[config.mk]
export PLATFORM = sky130hd
export DESIGN_NAME = rbes_sqdiv
export DESIGN_NICKNAME = d
export VERILOG_FILES = /design/src/rtl/rbes_pkg.sv /design/src/rtl/rbes_sqdiv.sv
export SDC_FILE = /design/constraint.sdc
export NUM_CORES = 1
export LEC_CHECK = 0
export BUFFER_PORTS_ARGS = -buffer_cell sky130_fd_sc_hd__buf_2
export CORE_ASPECT_RATIO = 0.6
export CORE_MARGIN = 2
export CORE_UTILIZATION = 63
export CTS_CLUSTER_DIAMETER = 60
export CTS_CLUSTER_SIZE = 28
export DETAILED_ROUTE_END_ITERATION = 10
export PLACE_DENSITY = 0.86
export SKIP_CTS_REPAIR_TIMING = 1
export SLEW_MARGIN = 30
export SYNTH_ARGS = -nofsm -noshare
export SYNTH_HDL_FRONTEND = slang
export SYNTH_SLANG_ARGS = --single-unit
export TNS_END_PERCENT = 20
[constraint.sdc]
create_clock -name i_clk -period 12.2 [get_ports i_clk]
set_input_delay 1.83 -clock i_clk [delete_from_list [all_inputs] [get_ports i_clk]]
set_output_delay 1.83 -clock i_clk [all_outputs]
set_load 0.02 [all_outputs]
[src/rtl/rbes_pkg.sv]
// ----------------------------------------------------------------------------
// rbes_pkg
// Shared types, constants and fixed-point helpers for the Euler step block.
// ----------------------------------------------------------------------------
`default_nettype none

package rbes_pkg;

    localparam int TERM_UNITS = 50;
    localparam int DT_FRAC    = 16;

    localparam logic [2:0] CFG_GRAV_X  = 3'd0;
    localparam logic [2:0] CFG_GRAV_Y  = 3'd1;
    localparam logic [2:0] CFG_GRAV_Z  = 3'd2;
    localparam logic [2:0] CFG_SPIN_X  = 3'd3;
    localparam logic [2:0] CFG_SPIN_Y  = 3'd4;
    localparam logic [2:0] CFG_SPIN_Z  = 3'd5;
    localparam logic [2:0] CFG_ENABLE  = 3'd6;
    localparam logic [2:0] CFG_TERMINAL = 3'd7;

    typedef enum logic [15:0] {
        S_IDLE = 16'h0001,
        S_GMUL = 16'h0002,
        S_GADD = 16'h0004,
        S_SMUL = 16'h0008,
        S_SACC = 16'h0010,
        S_LMUL = 16'h0020,
        S_CMP  = 16'h0040,
        S_ROOT = 16'h0080,
        S_DMUL = 16'h0100,
        S_DGO  = 16'h0200,
        S_DIV  = 16'h0400,
        S_PMUL = 16'h0800,
        S_PADD = 16'h1000,
        S_RMUL = 16'h2000,
        S_RADD = 16'h4000,
        S_DONE = 16'h8000
    } t_state;

    typedef struct packed {
        logic start;
        logic is_div;
    } t_sd_ctl;

    // Saturate a signed 64-bit value to the signed 32-bit range.
    function automatic logic signed [31:0] sat32(input logic signed [63:0] v);
        logic signed [31:0] r;
        if (v > 64'sh0000_0000_7FFF_FFFF) begin
            r = 32'sh7FFF_FFFF;
        end else if (v < -64'sh0000_0000_8000_0000) begin
            r = -32'sh8000_0000;
        end else begin
            r = v[31:0];
        end
        return r;
    endfunction

    // Product scaled by dt: round to nearest, ties up, then saturate.
    function automatic logic signed [31:0] round_dt(input logic signed [63:0] p);
        logic signed [63:0] t;
        logic signed [63:0] s;
        t = p + 64'sd32768;
        s = t >>> DT_FRAC;
        return sat32(s);
    endfunction

    function automatic logic signed [31:0] add_sat(input logic signed [31:0] a,
                                                   input logic signed [31:0] b);
        logic signed [32:0] s;
        logic signed [31:0] r;
        s = {a[31], a} + {b[31], b};
        if (s[32] != s[31]) begin
            r = s[32] ? -32'sh8000_0000 : 32'sh7FFF_FFFF;
        end else begin
            r = s[31:0];
        end
        return r;
    endfunction

endpackage

`default_nettype wire

[src/rtl/rbes_sqdiv.sv]
// ----------------------------------------------------------------------------
// rbes_sqdiv
// Iterative integer square root and divide sharing one compare-subtract.
// ----------------------------------------------------------------------------
`default_nettype none

module rbes_sqdiv
    import rbes_pkg::*;
(
    input  wire logic        i_clk,
    input  wire logic        i_rst_n,
    input  wire t_sd_ctl     i_ctl,
    input  wire logic [63:0] i_opnd,
    input  wire logic [31:0] i_divisor,
    output logic             o_done,
    output logic [31:0]      o_result
);

    logic        r_busy, n_busy;
    logic        r_done, n_done;
    logic        r_mode, n_mode;
    logic [4:0]  r_cnt, n_cnt;
    logic [63:0] r_src, n_src;
    logic [34:0] r_rem, n_rem;
    logic [31:0] r_q, n_q;
    logic [31:0] r_div, n_div;

    logic [34:0] w_a, w_b;
    logic [35:0] w_diff;
    logic        w_ge;

    // Square root brings down two bits a step, division one.
    always_comb begin
        if (r_mode) begin
            w_a = {2'b00, r_rem[31:0], r_src[63]};
            w_b = {3'b000, r_div};
        end else begin
            w_a = {r_rem[32:0], r_src[63:62]};
            w_b = {1'b0, r_q, 2'b01};
        end
        w_diff = {1'b0, w_a} - {1'b0, w_b};
        w_ge   = ~w_diff[35];
    end

    always_comb begin
        n_busy = r_busy;
        n_done = 1'b0;
        n_mode = r_mode;
        n_cnt  = r_cnt;
        n_src  = r_src;
        n_rem  = r_rem;
        n_q    = r_q;
        n_div  = r_div;
        if (i_ctl.start) begin
            n_busy = 1'b1;
            n_mode = i_ctl.is_div;
            n_cnt  = 5'd31;
            n_q    = '0;
            n_div  = i_divisor;
            if (i_ctl.is_div) begin
                n_rem = {3'b000, i_opnd[63:32]};
                n_src = {i_opnd[31:0], 32'h0};
            end else begin
                n_rem = '0;
                n_src = i_opnd;
            end
        end else if (r_busy) begin
            n_rem = w_ge ? w_diff[34:0] : w_a;
            n_q   = {r_q[30:0], w_ge};
            n_src = r_mode ? {r_src[62:0], 1'b0} : {r_src[61:0], 2'b00};
            n_cnt = r_cnt - 5'd1;
            if (r_cnt == 5'd0) begin
                n_busy = 1'b0;
                n_done = 1'b1;
            end
        end
    end

    always_ff @(posedge i_clk) begin
        if (!i_rst_n) begin
            r_busy <= 1'b0;
            r_done <= 1'b0;
        end else begin
            r_busy <= n_busy;
            r_done <= n_done;
        end
        r_mode <= n_mode;
        r_cnt  <= n_cnt;
        r_src  <= n_src;
        r_rem  <= n_rem;
        r_q    <= n_q;
        r_div  <= n_div;
    end

    assign o_done   = r_done;
    assign o_result = r_q;

endmodule

`default_nettype wire

==> results of run 1 <==
## per-stage QoR
stage / total power, mW / setup WS [ns]
after global placement: 1.895 / 7.488
after CTS: 2.448 / 7.765
after detailed placement: 1.911 / 7.763
after global routing: 2.607 / 7.383
final: 2.476 / 7.660
after floorplan: 1.663 / 7.861
## placed cells by master (no fill, tap or decap), drive strengths merged, types with 5 or more instances in the layout
master | netlist | final
xor2 | 10 | 10
a21oi | 77 | 77
nand3 | 14 | 14
and3 | 7 | 7
o21ai | 69 | 69
xnor2 | 18 | 18
nor3 | 13 | 13
clkbuf | 46 | 22
nand2b | 5 | 5
nand2 | 94 | 94
ha | 35 | 35
a21o | 16 | 16
and2 | 5 | 5
buf | 20 | 139
edfxtp | 130 | 130
nor2b | 36 | 36
mux2i | 144 | 144
dfxtp | 39 | 39
nand3b | 5 | 5
nor2 | 51 | 51
inv | 8 | 13
a211oi | 37 | 37
mux2 | 32 | 32
## state kept, by name, summed over array words and instances (netlist names)
register and cells:
r_src 64, r_cnt 5, r_busy 1, o_done 1, r_rem 33, r_div 32
o_result 32, r_mode 1
## cell usage after synthesis, drive strengths merged, types with 4 or more instances
library cell | n | area share
xor2 | 10 | 0.0085
a21oi | 77 | 0.038
o211ai | 4 | 0.0034
and2 | 5 | 0.0033
clkbuf | 46 | 0.017
nor3 | 13 | 0.0063
a21o | 16 | 0.012
edfxtp | 130 | 0.38
and4 | 4 | 0.0034
nand3 | 14 | 0.0068
inv | 8 | 0.0029
o21ai | 69 | 0.034
nand4 | 4 | 0.0024
dfxtp | 39 | 0.076
mux2i | 144 | 0.14
nor2b | 36 | 0.022
a22oi | 4 | 0.0029
ha | 35 | 0.043
xnor2 | 18 | 0.015
nand2b | 5 | 0.0030
nand2 | 94 | 0.034
a211oi | 37 | 0.028
buf | 20 | 0.0094
a211o | 4 | 0.0034
and3 | 7 | 0.0043
nand3b | 5 | 0.0037
nor2 | 51 | 0.019
mux2 | 32 | 0.035
## cell type report
type / instances / area [um^2]
Multi-Input combinational cell: 738 / 5276
Sequential cell: 169 / 4686
Fill cell: 1203 / 4524
Timing Repair Buffer: 139 / 732.0
Clock buffer: 22 / 486.7
Tap cell: 209 / 261.5
Clock inverter: 10 / 80.08
Inverter: 9 / 33.78
## cell families (layout without fill, tap and decap cells)
kind of cell | after synthesis | after routing
AND/OR/NAND/NOR | 251 | 251
XOR/XNOR | 28 | 28
buffers and inverters | 75 | 180
flip-flops | 169 | 169
AO/OA/AOI/OAI | 247 | 247
adder cells (fa/ha/maj) | 36 | 36
multiplexers | 176 | 176
## path summary, 6_finish.rpt
path | from | end | slack (ns)
setup / recovery | r_mode | r_rem[30] | 7.66
hold / removal | r_cnt[4] | r_cnt[4] | 0.51
setup reg to reg | r_mode | r_rem[30] | 7.66
hold reg to reg | r_cnt[4] | r_cnt[4] | 0.51
## power breakdown
| group | switching (mW) | internal [mW] | leakage, nW |
|---|---|---|---|
| sequential | 0.0461 | 0.742 | 1.64 |
| clock | 0.245 | 0.289 | 0.270 |
| combinational | 0.671 | 0.483 | 2.87 |
## worst max-delay path, cell delays in order (launching register included)
cell,delay (ns)
edfxtp_1,0.37
buf_12,0.61
mux2_2,0.43
ha_1,0.44
and4_1,0.25
nand2_1,0.10
a211oi_2,0.29
o211ai_2,0.15
a2111o_1,0.51
nand2_2,0.56
o21ai_0,0.19
a31o_2,0.25
## per-layer routing
layer | vias up | track usage | share of wire
met2 | 310 | 0.4578 | 0.44
met1 | 3896 | 0.4272 | 0.47
li1 | 3874 | - | -
met4 | 0 | 0.07759 | 0.012
met5 | - | 0 | 0
met3 | 27 | 0.05336 | 0.071
==> metrics.yaml, run 1 <==
placed_area_um2: 10990
fin_area_um2: 11560
synth_nets: 1118
maxSlewHeadroom: 0.4064
num_antenna_cells: 0
cts.sinks: 169
clock-root-buffer: "clkbuf_16"
grt_usage: 0.2933
async_flop_share: 0
cp_data_arrival_time_ns: 4.73
synth-simple-area-share: 0.1175
netlist_area_um2: 10260
synth_adder_area_share: 0.04465
area_delta_synth_final_pct: 12.68
holdPathStages: 2
muxShareOfSynthArea: 0.1757
drv_cap: 0
grt_max_degree: 163
drtPass1Iterations: 5
p_leak_nw: 4.775
yosysWarnings: 0
core-area_um2: 16080
finalWirelength_mm: 24.93
io_buffers: 132
period_share: 0.3722
holdCritPathClass: "register to register"
placementRows: 36
clk_pin_slew_ns: 0.07
dieArea_um2: 17350
clock_skew_ns: 0.01540
slew_violations: 0
whs_ns: 0.5109
synth-compound-area-share: 0.1520
wl_per_cell_um: 19.23
vias_per_cell: 6.255
setup_tns_ns: 0
fin_crit_ns: 4.540
vias: 8107
grt_pass1_vias: 7508
power_density_nw_per_um2: 214.2
synth_top_family_by_area: "multiplexers"
numCtsBuffers: 17
place_inst: 1264
htree_levels: 4
synth_top_flop_cell: "edfxtp_1"
status: "complete, no violations"
dp_hpwl_mm: 17.22
start_util: 0.6378
max_freq_mhz: 220.2
yosysUniqueCellTypes: 65
worst-slew-pin-transition_ns: 0.8905
critPathMaxFanout: 162
cp_data_required_time_ns: 12.39
instances_no_fill: 1296
netlist_instances: 982
rsz0062_at_grt: "false"
cts_tree: "built"
ys_ff_latch: 169
dr.first_iter.drc_count: 1041
antenna_found_initial: 0
avgSynthCellArea_um2: 10.44
yosysSeqAreaShare: 0.4568
ir_worst_vdd_mv: 0.1172
critical_path_class: "register to register"
r2r_cells: 11
insertion_delay_ns: 0.44
setup_viol: 0
drc: 0
cts_buffer_depth: 2
grt-ovfl-total: 0
synth_edf_count: 130
drive_above_1_share: 0.2006
cp-start-kind: "register"
ant_nets: 0
cp-end-kind: "register"
grt_pass1_wl_mm: 39.52
die_height_um: 102.8
gp_congestion: 0.9047
ios: 133
fin_nets: 1210
hold_viol: 0
fp.dieW_um: 168.7
fin_util: 0.7186
synth_xor_area_frac: 0.02391
Note: power is estimated with default switching activity, not from simulation.
==> inputs of run 2 (changes only) <==
CORE_UTILIZATION = 59   (was 63)
PLACE_DENSITY = 0.81   (was 0.86)
clock period = 4.7 ns   (was 12.2 ns; I/O delays follow)
==> run 2 against run 1 <==
Compared with the run above: maximum frequency rose by 11%; combinational power rose to 2.6 times the previous value; first-iteration DRC count is 35% lower; wire length grew 0.75%; cell count grew 2.4%; critical path type unchanged; highest routed layer unchanged.
==> metrics.yaml, run 2 (synthesized netlist as in run 1, its figures left out) <==
slowest_delay_ns: 0.43  # was 0.61 ns
slew_violations: 0  # unchanged
maxSlewHeadroom: 0.4424  # was 0.4064
numCtsBuffers: 17  # unchanged
io_buffers: 132  # unchanged
cp_data_arrival_time_ns: 4.28  # was 4.73 ns
ios: 133  # unchanged
fp.dieW_um: 174.2  # was 168.7 um
power_density_nw_per_um2: 554.4  # was 214.2 nW/um^2
cts_tree: "built"  # unchanged
crit_slowest_cell: "nor3_1"  # was buf_12
drtPass1Iterations: 6  # was 5
clock-root-buffer: "clkbuf_16"  # unchanged
antenna_found_initial: 0  # unchanged
cts.sinks: 169  # unchanged
start_util: 0.6004  # was 0.6378
max_freq_mhz: 243.9  # was 220.2 MHz
r2r_cells: 11  # unchanged
gp_congestion: 0.9100  # was 0.9047
fin_nets: 1216  # was 1210
seqCellArea_um2: 4686  # unchanged
drv_cap: 0  # unchanged
num_antenna_cells: 0  # unchanged
rsz0062_at_grt: "false"  # unchanged
critical_path_class: "register to register"  # unchanged
largest_registers: "r_src (64), r_rem (33)"  # unchanged
dp_hpwl_mm: 17.80  # was 17.22 mm
fin_util: 0.6832  # was 0.7186
hold_viol: 0  # unchanged
regMostFlops: "r_src"  # unchanged
ant_nets: 0  # unchanged
grt_pass1_vias: 7639  # was 7508
cp_data_required_time_ns: 4.88  # was 12.39 ns
clk_pin_slew_ns: 0.08  # was 0.07 ns
vias: 8107  # unchanged
wl_per_cell_um: 18.93  # was 19.23 um
vias_per_cell: 6.109  # was 6.255
period_share: 0.8723  # was 0.3722
drive_above_1_share: 0.2059  # was 0.2006
area_delta_synth_final_pct: 13.80  # was 12.68%
path_cells: "buf_12 > mux2_2 > ha_1 > a21o_1 > nor3_1 > a211oi_2 > o211ai_2 > a2111o_1 > and2_4 > nor2_1 > a221o_1"  # was buf_12 > mux2_2 > ha_1 > and4_1 > nand2_1 > a211oi_2 > o211ai_2 > a2111o_1 > nand2_2 > o21ai_0 > a31o_2
cp-end-kind: "register"  # unchanged
finalWirelength_mm: 25.11  # was 24.93 mm
pre_cts_slack_ns: 0.7148  # was 7.763 ns
dieArea_um2: 18490  # was 17350 um^2
holdCritPathClass: "primary input to register"  # was register to register
mostFrequentLayoutCell: "mux2i_1"  # unchanged
cp-start-kind: "register"  # unchanged
n_fill_cell: 1304  # was 1203
grt_max_degree: 84  # was 163
grt_pass1_wl_mm: 39.74  # was 39.52 mm
drc: 0  # unchanged
insertion_delay_ns: 0.44  # about the same
setup_viol: 0  # unchanged
worst-slew-pin-transition_ns: 0.8364  # was 0.8905 ns
grt_usage: 0.2712  # was 0.2933
die_height_um: 106.1  # was 102.8 um
setup_tns_ns: 0  # unchanged
cts_buffer_depth: 2  # unchanged
fin_crit_ns: 4.100  # was 4.540 ns
multi_input_area_um2: 5274  # was 5276 um^2
final_cell_mix: "144 x mux2i_1, 131 x buf_2, 130 x edfxtp_1"  # unchanged
clock_skew_ns: 0.01536  # was 0.01540 ns
core-area_um2: 17080  # was 16080 um^2
grt-ovfl-total: 0  # unchanged
placementRows: 37  # was 36
p_leak_nw: 4.828  # was 4.775 nW
layout_setup_ws_ns: 0.6001  # was 7.660 ns
status: "complete, no violations"  # unchanged
htree_levels: 4  # unchanged
critPathMaxFanout: 65  # was 162
holdPathStages: 1  # was 2
ir_worst_vdd_mv: 0.2989  # was 0.1172 mV
whs_ns: 0.4377  # was 0.5109 ns
largest_reg_flops: 64  # unchanged
dr.first_iter.drc_count: 675  # was 1041
[run 2: changes by cell type in the layout (fill, tap and decap cells not counted), sizes merged]
cell | before | now
buf | 139 | 145
inv | 13 | 17
clkinvlp | 3 | 1
clkinv | 3 | 4
bufinv | 0 | 1
clkbuf | 22 | 18
[run 2: power by group]
group          internal (mW)  switching, mW  leakage [nW]
logic                   1.27           1.75          2.91
clock network          0.755          0.660         0.285
registers               1.92          0.116          1.64
total                   3.95           2.52          4.83
[run 2: metrics by stage]
step | instances | cell area [um^2] | power [mW]
final | 1327 | 11670 | 6.470
after global routing | 1327 | 11670 | 6.834
after CTS | 1326 | 11650 | 6.418
after detailed placement | 1294 | 11070 | 4.983
after global placement | 1293 | 11050 | 4.938
after floorplan | 982 | 10260 | 4.317
[run 2: path summary, 6_finish.rpt]
kind,from,to,slack [ns]
setup reg to reg,r_mode,r_rem[24],0.60
setup / recovery,r_mode,r_rem[24],0.60
hold / removal,i_divisor[26],r_div[26],0.44
hold reg to reg,r_cnt[4],r_cnt[4],0.51
[run 2: cell type report]
class / instances / area share
sequential: 169 / 0.4015
clock inverter: 14 / 0.01319
multi-input combinational: 738 / 0.4519
tap: 234 / 0.02509
clock buffer: 18 / 0.03677
inverter: 9 / 0.002895
timing repair buffer: 145 / 0.06872
[run 2: routing by layer]
| metal | part of all wire | track usage | vias up |
|---|---|---|---|
| met5 | 0 | 0 | - |
| met4 | 0.014 | 0.07443 | 0 |
| met3 | 0.076 | 0.05007 | 31 |
| met2 | 0.43 | 0.4025 | 341 |
| met1 | 0.48 | 0.4065 | 3845 |
| li1 | - | - | 3890 |
[run 2: critical path: cells and delay by family, from the launching register on]
| family | cells | cell delay, ns |
|---|---|---|
| AOI/OAI and AO/OA | 5 | 1.32 |
| and+or+nand+nor | 3 | 0.98 |
| muxes | 1 | 0.41 |
| DFF | 1 | 0.40 |
| adders and majority gates | 1 | 0.37 |
| buffers and inverters | 1 | 0.35 |
==> inputs of run 3 (changes only) <==
CORE_UTILIZATION = 63   (was 59)
HOLD_SLACK_MARGIN = 0.15   (was unset)
PLACE_DENSITY = 0.95   (was 0.81)
clock period = 5.25 ns   (was 4.7 ns; I/O delays follow)
==> run 3 against run 2 <==
Compared with the run above: count of clock-buffer cells in the layout shrank 1; power shrank 10%; utilization grew 3.7 points; first-iteration DRC count grew 41%; clock skew shrank 0.0012 ns; flip-flop and latch count is the same.
==> metrics.yaml, run 3 (synthesized netlist as in run 1, its figures left out) <==
status: "complete, no violations"  # unchanged
dr_wl_met3_mm: 2.380  # was 1.916 mm
top_layer: "met4"  # unchanged
hold_viol: 0  # unchanged
wl_met2_mm: 11.76  # was 10.84 mm
cts_buffer_depth: 2  # unchanged
period_share: 0.8333  # was 0.8723
drv_cap: 0  # unchanged
grt_pass1_wl_mm: 40.45  # was 39.74 mm
critPathMaxFanout: 97  # was 65
grt_max_degree: 110  # was 84
ant_nets: 0  # unchanged
maxSlewHeadroom: 0.4337  # was 0.4424
critical_path_class: "register to register"  # unchanged
final_cell_mix: "144 x mux2i_1, 131 x buf_2, 130 x edfxtp_1"  # unchanged
seqCellArea_um2: 4686  # unchanged
insertion_delay_ns: 0.44  # about the same
worst-path-buf-inv: 1  # unchanged
finalWirelength_mm: 25.72  # was 25.11 mm
slew_violations: 0  # unchanged
gp_congestion: 0.9919  # was 0.9100
max_freq_mhz: 228.6  # was 243.9 MHz
clk_pin_slew_ns: 0.07  # was 0.08 ns
fp.dieW_um: 168.7  # was 174.2 um
dp_hpwl_mm: 17.53  # was 17.80 mm
drtPass1Iterations: 8  # was 6
cp_top_family: "compound AO/OA/AOI/OAI gates"  # unchanged
fin_util: 0.7201  # was 0.6832
htree_levels: 4  # unchanged
power_density_nw_per_um2: 501.8  # was 554.4 nW/um^2
antenna_found_initial: 0  # unchanged
clock_skew_ns: 0.01412  # was 0.01536 ns
slowest_delay_ns: 0.46  # was 0.43 ns
dieArea_um2: 17350  # was 18490 um^2
path_cells: "buf_12 > mux2_2 > ha_1 > a21o_1 > nor3_1 > a211oi_2 > o211ai_2 > a2111o_1 > and2_4 > nor2_1 > a221o_1"  # unchanged
drc: 0  # unchanged
hold_start: "r_cnt[4]"  # was i_divisor[26]
holdCritPathClass: "register to register"  # was primary input to register
area_delta_synth_final_pct: 12.91  # was 13.80%
mostFrequentLayoutCell: "mux2i_1"  # unchanged
wl_per_cell_um: 19.81  # was 18.93 um
n_fill_cell: 1095  # was 1304
cp-end-kind: "register"  # unchanged
ir_worst_vdd_mv: 0.3601  # was 0.2989 mV
regMostFlops: "r_src"  # unchanged
fin_crit_ns: 4.375  # was 4.100 ns
met1Wirelength_mm: 10.97  # was 12.00 mm
r2r_start: "r_mode"  # unchanged
grt_pass1_vias: 7920  # was 7639
crit_start: "r_mode"  # unchanged
start_util: 0.6378  # was 0.6004
ios: 133  # unchanged
cts.sinks: 169  # unchanged
io_buffers: 132  # unchanged
core-area_um2: 16080  # was 17080 um^2
p_leak_nw: 4.789  # was 4.828 nW
multi_input_area_um2: 5274  # unchanged
largest_registers: "r_src (64), r_rem (33)"  # unchanged
setup_viol: 0  # unchanged
setup_tns_ns: 0  # unchanged
largest_reg_flops: 64  # unchanged
cts_tree: "built"  # unchanged
fin_nets: 1212  # was 1216
numCtsBuffers: 17  # unchanged
cp_data_arrival_time_ns: 4.56  # was 4.28 ns
grt_usage: 0.2988  # was 0.2712
vias_per_cell: 6.488  # was 6.109
grt-ovfl-total: 0  # unchanged
worst-slew-pin-transition_ns: 0.8495  # was 0.8364 ns
crit_slowest_cell: "buf_12"  # was nor3_1
placementRows: 36  # was 37
dr.first_iter.drc_count: 954  # was 675
num_antenna_cells: 0  # unchanged
clock-root-buffer: "clkbuf_16"  # unchanged
cp-start-kind: "register"  # unchanged
drive_above_1_share: 0.2029  # was 0.2059
die_height_um: 102.8  # was 106.1 um
vias: 8422  # was 8107
rsz0062_at_grt: "false"  # unchanged
cp_data_required_time_ns: 5.44  # was 4.88 ns
run 3: area by class of cell:
| type | count | area share |
|---|---|---|
| clock buffers | 17 | 0.03674 |
| clock inverters | 15 | 0.01145 |
| repair buffers | 141 | 0.06623 |
| well taps | 209 | 0.02258 |
| multi-input cells | 738 | 0.4554 |
| inverters | 9 | 0.002917 |
| flip-flops and latches | 169 | 0.4046 |
run 3: through the flow:
stage	hold WS [ns]	instances	worst slack, ns	power [mW]	area [um^2]
after floorplan	0.4576	982	0.9147	3.865	10260
after global placement	0.4852	1265	1.298	4.349	10990
after detailed placement	0.4890	1265	1.130	4.458	10990
after CTS	0.5091	1297	1.011	5.720	11550
after global routing	0.5128	1298	0.7476	6.104	11580
final	0.5112	1298	0.8751	5.811	11580
run 3: report_power, final:
part	switching (mW)	leakage, nW	internal, mW
Sequential	0.106	1.64	1.72
Combinational	1.63	2.89	1.13
Clock	0.595	0.266	0.624
Total	2.33	4.79	3.48
run 3: tightest hold or removal path: cells and delay by family, from the launching register on:
family / cells / cell delay [ns]
flops: 1 / 0.35
simple gates: 1 / 0.06
xor+xnor: 1 / 0.08
run 3: layer usage:
layer,up-vias,global-route usage
met5,-,0
met4,0,0.1021
met3,70,0.05988
met2,484,0.4823
met1,4003,0.4103
li1,3865,-
run 3: path summary, 6_finish.rpt:
path                to  slack, ns  cells after the start
max          r_rem[20]       0.88                     11
min reg2reg   r_cnt[4]       0.51                      2
min           r_cnt[4]       0.51                      2
max reg2reg  r_rem[20]       0.88                     11
